[config.mk]
export PLATFORM = sky130hd
export DESIGN_NAME = bep_ctrl
export DESIGN_NICKNAME = d
export VERILOG_FILES = /design/src/design/binomial_european_option_pricer_defines.svh /design/src/design/bep_pkg.sv /design/src/design/bep_ctrl.sv
export SDC_FILE = /design/constraint.sdc
export NUM_CORES = 1
export LEC_CHECK = 0
export BUFFER_PORTS_ARGS = -buffer_cell sky130_fd_sc_hd__buf_2
export CAP_MARGIN = 30
export CORE_AREA = 3 3 40 42
export CTS_CLUSTER_DIAMETER = 150
export DETAILED_ROUTE_END_ITERATION = 16
export DIE_AREA = 0 0 43 45
export HOLD_SLACK_MARGIN = 0.1
export SETUP_SLACK_MARGIN = 0.3
export SLEW_MARGIN = 25
export SYNTH_ARGS = -nofsm -noshare
export SYNTH_HDL_FRONTEND = slang
export SYNTH_SLANG_ARGS = --single-unit
[constraint.sdc]
create_clock -name clk -period 4.1 [get_ports clk]
set_input_delay 0 -clock clk [delete_from_list [all_inputs] [get_ports clk]]
set_output_delay 0 -clock clk [all_outputs]
set_load 0.01 [all_outputs]
[src/design/binomial_european_option_pricer_defines.svh]
// ----------------------------------------------------------------------------
// Assertion macros for the binomial pricer
// Implication checks clocked on clk, off while rst_n is low.
// ----------------------------------------------------------------------------
`ifndef BINOMIAL_EUROPEAN_OPTION_PRICER_DEFINES_SVH
`define BINOMIAL_EUROPEAN_OPTION_PRICER_DEFINES_SVH

// Same-cycle implication.
`define BEP_ASSERT_NOW(lbl, ante, cons) \
  lbl: assert property (@(posedge clk) disable iff (!rst_n) (ante) |-> (cons)) \
    else $error("bep assertion failed");

// Next-cycle implication.
`define BEP_ASSERT_NEXT(lbl, ante, cons) \
  lbl: assert property (@(posedge clk) disable iff (!rst_n) (ante) |=> (cons)) \
    else $error("bep assertion failed");

`endif

[src/design/bep_pkg.sv]
// ----------------------------------------------------------------------------
// bep_pkg
// Types, codes and fixed-point helpers shared by the binomial pricer.
// ----------------------------------------------------------------------------
package bep_pkg;

  localparam int unsigned MAX_STEPS_DEF = 256;
  localparam int unsigned DVW           = 60;
  localparam logic [31:0] ONE_Q28       = 32'h1000_0000;

  typedef struct packed {
    logic        option_kind;
    logic [31:0] spot;
    logic [31:0] strike;
    logic [31:0] up_factor;
    logic [31:0] gross_rate;
    logic [8:0]  step_count;
  } in_req_t;

  typedef struct packed {
    logic [31:0] price;
    logic        status;
  } out_res_t;

  typedef enum logic [2:0] {
    OP_LOAD, OP_DIV_D, OP_DIV_P, OP_DIV_R, OP_CHAIN_U, OP_CHAIN_D, OP_INDUCT, OP_ROOT
  } dp_op_t;

  typedef struct packed {
    logic   go;
    dp_op_t op;
  } dp_cmd_t;

  typedef struct packed {
    logic done;
    logic u_bad;
    logic r_bad;
  } dp_stat_t;

  typedef enum logic [3:0] {
    ST_IDLE, ST_DIV_D, ST_DIV_P, ST_DIV_R, ST_CHAIN_U, ST_CHAIN_D,
    ST_INDUCT, ST_ROOT, ST_REPORT, ST_FAULT
  } ctrl_state_t;

  // Round a Q28-scaled product to integer and saturate to 32 bits.
  function automatic logic [31:0] rnd_sat(input logic [65:0] x);
    logic [65:0] s;
    s = x + 66'h800_0000;
    if (|s[65:60]) return 32'hFFFF_FFFF;
    return s[59:28];
  endfunction

  function automatic logic [31:0] payoff(input logic [31:0] price,
                                         input logic [31:0] strike,
                                         input logic        is_put);
    if (is_put) return (strike > price) ? strike - price : 32'd0;
    return (price > strike) ? price - strike : 32'd0;
  endfunction

endpackage

[src/design/bep_ctrl.sv]
// ----------------------------------------------------------------------------
// bep_ctrl
// Pricer sequencer: steps the datapath through divisions, leaves,
// induction and the root read, then strobes the result; a bad u or R strobes an error.
// ----------------------------------------------------------------------------
module bep_ctrl (
  input  logic              clk,
  input  logic              rst_n,
  input  logic              start,
  input  bep_pkg::dp_stat_t stat,
  output bep_pkg::dp_cmd_t  cmd,
  output logic              busy,
  output logic              out_strobe,
  output logic              out_err
);
  import bep_pkg::*;

  ctrl_state_t state_r, state_nxt;
  logic        launched_r, launched_nxt;
  logic        in_phase;
  dp_op_t      ph_op;
  ctrl_state_t ph_next;

  always_ff @(posedge clk) begin
    if (!rst_n) begin
      state_r    <= ST_IDLE;
      launched_r <= 1'b0;
    end else begin
      state_r    <= state_nxt;
      launched_r <= launched_nxt;
    end
  end

  always_comb begin
    state_nxt    = state_r;
    launched_nxt = launched_r;
    cmd.go       = 1'b0;
    cmd.op       = OP_LOAD;
    out_strobe   = 1'b0;
    out_err      = 1'b0;
    in_phase     = 1'b0;
    ph_op        = OP_LOAD;
    ph_next      = ST_IDLE;
    unique case (state_r)
      ST_IDLE: begin
        cmd.go = start;
        if (start) begin
          state_nxt    = ST_DIV_D;
          launched_nxt = 1'b0;
        end
      end
      ST_DIV_D: begin
        if (stat.u_bad) state_nxt = ST_FAULT;
        else begin
          in_phase = 1'b1;
          ph_op    = OP_DIV_D;
          ph_next  = ST_DIV_P;
        end
      end
      ST_DIV_P: begin
        if (stat.r_bad) state_nxt = ST_FAULT;
        else begin
          in_phase = 1'b1;
          ph_op    = OP_DIV_P;
          ph_next  = ST_DIV_R;
        end
      end
      ST_DIV_R: begin
        in_phase = 1'b1;
        ph_op    = OP_DIV_R;
        ph_next  = ST_CHAIN_U;
      end
      ST_CHAIN_U: begin
        in_phase = 1'b1;
        ph_op    = OP_CHAIN_U;
        ph_next  = ST_CHAIN_D;
      end
      ST_CHAIN_D: begin
        in_phase = 1'b1;
        ph_op    = OP_CHAIN_D;
        ph_next  = ST_INDUCT;
      end
      ST_INDUCT: begin
        in_phase = 1'b1;
        ph_op    = OP_INDUCT;
        ph_next  = ST_ROOT;
      end
      ST_ROOT: begin
        in_phase = 1'b1;
        ph_op    = OP_ROOT;
        ph_next  = ST_REPORT;
      end
      ST_REPORT: begin
        out_strobe = 1'b1;
        state_nxt  = ST_IDLE;
      end
      ST_FAULT: begin
        out_strobe = 1'b1;
        out_err    = 1'b1;
        state_nxt  = ST_IDLE;
      end
      default: state_nxt = ST_IDLE;
    endcase

    // launch the phase once, advance on its done pulse
    if (in_phase) begin
      cmd.op       = ph_op;
      cmd.go       = !launched_r;
      launched_nxt = 1'b1;
      if (stat.done) begin
        state_nxt    = ph_next;
        launched_nxt = 1'b0;
      end
    end
  end

  assign busy = (state_r != ST_IDLE);

endmodule
# Word level (Yosys, flattened, before mapping)

Index checks and enable logic that the tools add are counted.

Mux-type cells: 23
Reductions and logical operators: 8
Eq/ne operators: 9

Operators by type and width:

| cell               | count |
|---|---|
| $pmux 4 s7         | 1 |
| $mux 4             | 6 |
| $pmux 3 s7         | 1 |
| $eq 4x3->1 const B | 4 |
| $pmux 4 s4         | 1 |
| $mux 1             | 10 |
| $eq 4x2->1 const B | 2 |
| $eq 4x4->1 const B | 2 |
| $mux 2             | 3 |
| $reduce_or 5->1    | 1 |
| $eq 4x1->1 const B | 1 |
| $logic_not 4->1    | 1 |
| $reduce_bool 2->1  | 2 |
| $reduce_bool 4->1  | 1 |
| $pmux 1 s3         | 1 |
| $reduce_and 2->1   | 1 |
| $reduce_or 2->1    | 1 |
| $logic_not 1->1    | 1 |

Word-level logic and storage cells: 42
Register bits: 5

# Logic depth before layout (Yosys ltp)

Depth in word-level cells: 5
Mapped depth: 5
Mapped depth without buffers: 4

# Least setup slack after synthesis

OpenSTA, ideal clock, no wires.

Path type: reg-to-reg
Start point: reg state_r[2]
End point: reg state_r[1]
Setup time: 0.115 ns
Slack: 2.660 ns
Arrival: 1.325 ns
Period minus slack after synthesis: 1.440 ns
Stages on the path, launching flop included: 6
Data required time: 3.985 ns
Cell sequence: dfxtp_1 > buf_6 > nor2_1 > a2111oi_4 > mux2_1 > and2_1

Cells in the longest elaborated chain, start to end: 5
Elaborated cells between the ends (all ways): 14

RTL lines:

| item                                            | RTL line        | source |
|---|---|---|
| start, declared                                 | bep_ctrl.sv:18  | `ctrl_state_t state_r, state_nxt;` |
| start signal, assigned                          | bep_ctrl.sv:29  | `state_r <= state_nxt;` |
| $eq 4x3->1 / $eq 4x2->1 (equally long branches) | bep_ctrl.sv:44  | `unique case (state_r)` |
| $reduce_or 5->1 (no line)                       | n/a             |  |
| $pmux 4 s4                                      | bep_ctrl.sv:44  |  |
| $mux 4                                          | bep_ctrl.sv:110 | `if (stat.done) begin` |
| $mux 4 *                                        | bep_ctrl.sv:106 | `if (in_phase) begin` |

Every way passes the cells marked *; elsewhere a longest branch is shown, timed or not.
A chain may end at the register's enable or synchronous reset.

# Worst setup path in the final report

Start point: reg state_r[0]
End point: reg state_r[1]

The elaborated chain is that of the path after synthesis.

==> impl_metrics.csv <==
group,metric,value,unit
status,status,"finished clean",
worst_setup_path,startpoint_type,"register",
placed_design,port_buffers,12,
sta,hold_violations,0,
synth,ys_top_cells_by_area,"dfxtp_1, a2111oi_4, buf_6, mux2i_1, nor3_1",
global_routing,antenna_found_initial,0,
worst_hold_path,hold_class,"input port to register",
synth,yosys_warnings,0,
clocking,clock_latency,0.23,ns
worst_setup_path,cp.required,4.23,ns
clocking,ctsResizeCount,0,
synth,netlist.area_leader.share,0.242,
clocking,clockRootBuffer,"clkbuf_4",
power,power_density,282,mW/mm²
sta,drv_slew,0,
detailed_routing,dr.first_iter.drc_count,3,
die,core,0.00128,mm²
final_layout,drive_gt1_frac,0.361,
worst_setup_path,end_kind,"register",
placed_design,globalplace.congestion,0.699,
synth,syn_nets,53,
worst_setup_path,path_class,"register to register",
synth,synthCells,47,
final_layout,area_growth,20.5,%
global_routing,grt_start_max_net_pins,12,
clocking,htreeDepth,1,
synth,synth_top_flop_cell,"dfxtp_1",
sta,rsz0062_at_grt,"no",
clocking,clkSinkCount,5,
global_routing,grt_usage,0.0948,
clocking,clockBufferDepth,2,
detailed_routing,drt-pass1-iter-count,3,
final_layout,multi_input_area,265,µm²
worst_setup_path,crit_end,"state_r[1]",
die,die_x,43,µm
global_routing,grt_pass1_wl,1410,µm
clocking,path_clk_slew,0.04,ns
job,maxCapViolCount,0,
final_layout,diodes,0,
detailed_routing,drtAntennaViolNets,0,
detailed_routing,via_count,363,
synth,synth_common_cells,"dfxtp_1, inv_1, nor2_1, nor3_1, and2_1",
die,io_pins,13,
detailed_routing,routed_wl,835,µm
worst_setup_path,reg2reg_to,"state_r[1]",
synth,synth_edf_count,0,
power,max-vdd-ir-drop,0.113,mV
sta,slew_headroom,0.763,
synth,ys_seq_area_frac,0.242,
detailed_routing,avgRoutedWirePerCell,11.0,µm
sta,clock.fmax,610,MHz
clocking,cts_buffers,3,
sta,period_needed,1.64,ns
die,start_util,0.322,
final_layout,nNetsFinal,68,
sta,tightest_slew,0.355,ns
power,cellLeakagePower,0.000222,µW
placed_design,hpwl,684,µm
worst_setup_path,cp_max_fo,11,
synth,synth_cell_types,27,
synth,yosysTopAreaCell,"dfxtp_1",
worst_setup_path,reg2regPathDepth,4,
detailed_routing,via_per_inst,4.78,
worst_setup_path,rr_startpoint,"state_r[0]",
worst_setup_path,critPathArrivalTime,1.77,ns
worst_setup_path,r2r_setup_slack,2.46,ns
sta,skew,0.000598,ns
synth,ys_ff_latch,5,
sta,fin_setup_tns,0,ns
worst_setup_path,crit_path_start,"state_r[0]",
die,design.die.area,0.00194,mm²
detailed_routing,drc,0,
synth,synth_area_per_cell,8.81,µm²
synth,async_flop_share,0,
synth,synth_area,414,µm²
sta,holdWs,0.121,ns
global_routing,overflow,0,
final_layout,seqCellArea,100,µm²
die,num_rows,13,
die,die_y,45,µm
sta,finalCritPeriodShare,0.400,
global_routing,first_global_vias,338,
clocking,tritoncts,"done",
final_layout,n_fill_cell,135,
sta,setup_viol_count_final,0,
## critical path, cell delays in order (launching register included)
cell and delay (ns):
dfxtp_1 0.50, nor2_1 0.14, a2111oi_4 0.39, mux2_1 0.34, and2_1 0.15
## through the flow
stage,utilization,cells,setup WS (ns),instance area (µm²),power (µW)
floorplan,-,47,2.66,414,78.5
global placement,0.360,71,2.49,463,86.4
detailed placement,0.360,71,2.46,463,86.4
CTS,0.389,76,2.46,499,144
global route,0.389,76,2.35,499,151
finish,0.389,76,2.46,499,141
## metal layers
| metal | routed length [µm] | GRT usage |
|---|---|---|
| met1 | 388 | 0.120 |
| met2 | 401 | 0.150 |
| met3 | 44 | 0.0319 |
| met4 | 0 | 0.0361 |
| met5 | 0 | 0 |
## final cells by class
cell class                 instances  share of cell area
tap                               15              0.0376
clock buffer                       4              0.0526
sequential                         5               0.201
inverter                           5              0.0376
timing repair buffer              13               0.140
multi-input combinational         34               0.531
## sequential cells by signal, summed over array words and instances, names as in the netlist
register and flops:
state_r 4, launched_r 1
## power by group
group          internal (µW)  switching, µW  total (µW)
Combinational           16.2           14.8        31.0
Sequential              50.8           4.22        55.0
Clock                   36.7           18.1        54.8
## cells in the final DEF, fill, tap and decap left out, drive strengths merged
cell         netlist  final
a2111oi            1      1
a211o              1      1
a211oi             2      2
a21oi              1      1
a31oi              1      1
and2               3      3
buf                3     12
clkbuf             0      4
dfxtp              5      5
dlygate4sd3        0      1
inv                5      5
mux2               2      2
mux2i              2      2
nand2              1      1
nand2b             2      2
nand3              1      1
nor2               4      4
nor3               4      4
nor3b              2      2
o211a              1      1
o21a               1      1
o21ai              1      1
o22ai              1      1
or4                1      1
xnor2              2      2
## worst min-delay path by stage
stage	cells after the start	slack, ns	from	end
after global placement	2	0.24	rst_n	launched_r
after detailed placement	2	0.25	rst_n	launched_r
after global routing	3	0.15	stat[2]	state_r[3]
final	3	0.12	stat[2]	state_r[3]
after CTS	3	0.12	stat[2]	state_r[3]
after floorplan	1	0.12	rst_n	launched_r
## cell families after synthesis
kind of cell,Yosys count,synth area share
AOI/OAI and AO/OA,10,0.233
muxes,4,0.103
and+or+nand+nor,18,0.263
buffers and inverters,8,0.118
xor gates and xnor gates,2,0.0423
DFF,5,0.242
## what timing repair did
action / CTS / global route
hold buffers: 1 / 0
setup buffers: 0 / 0
hold endpoints to repair: 4 / 0
Note: power is estimated with default switching activity, not from simulation.
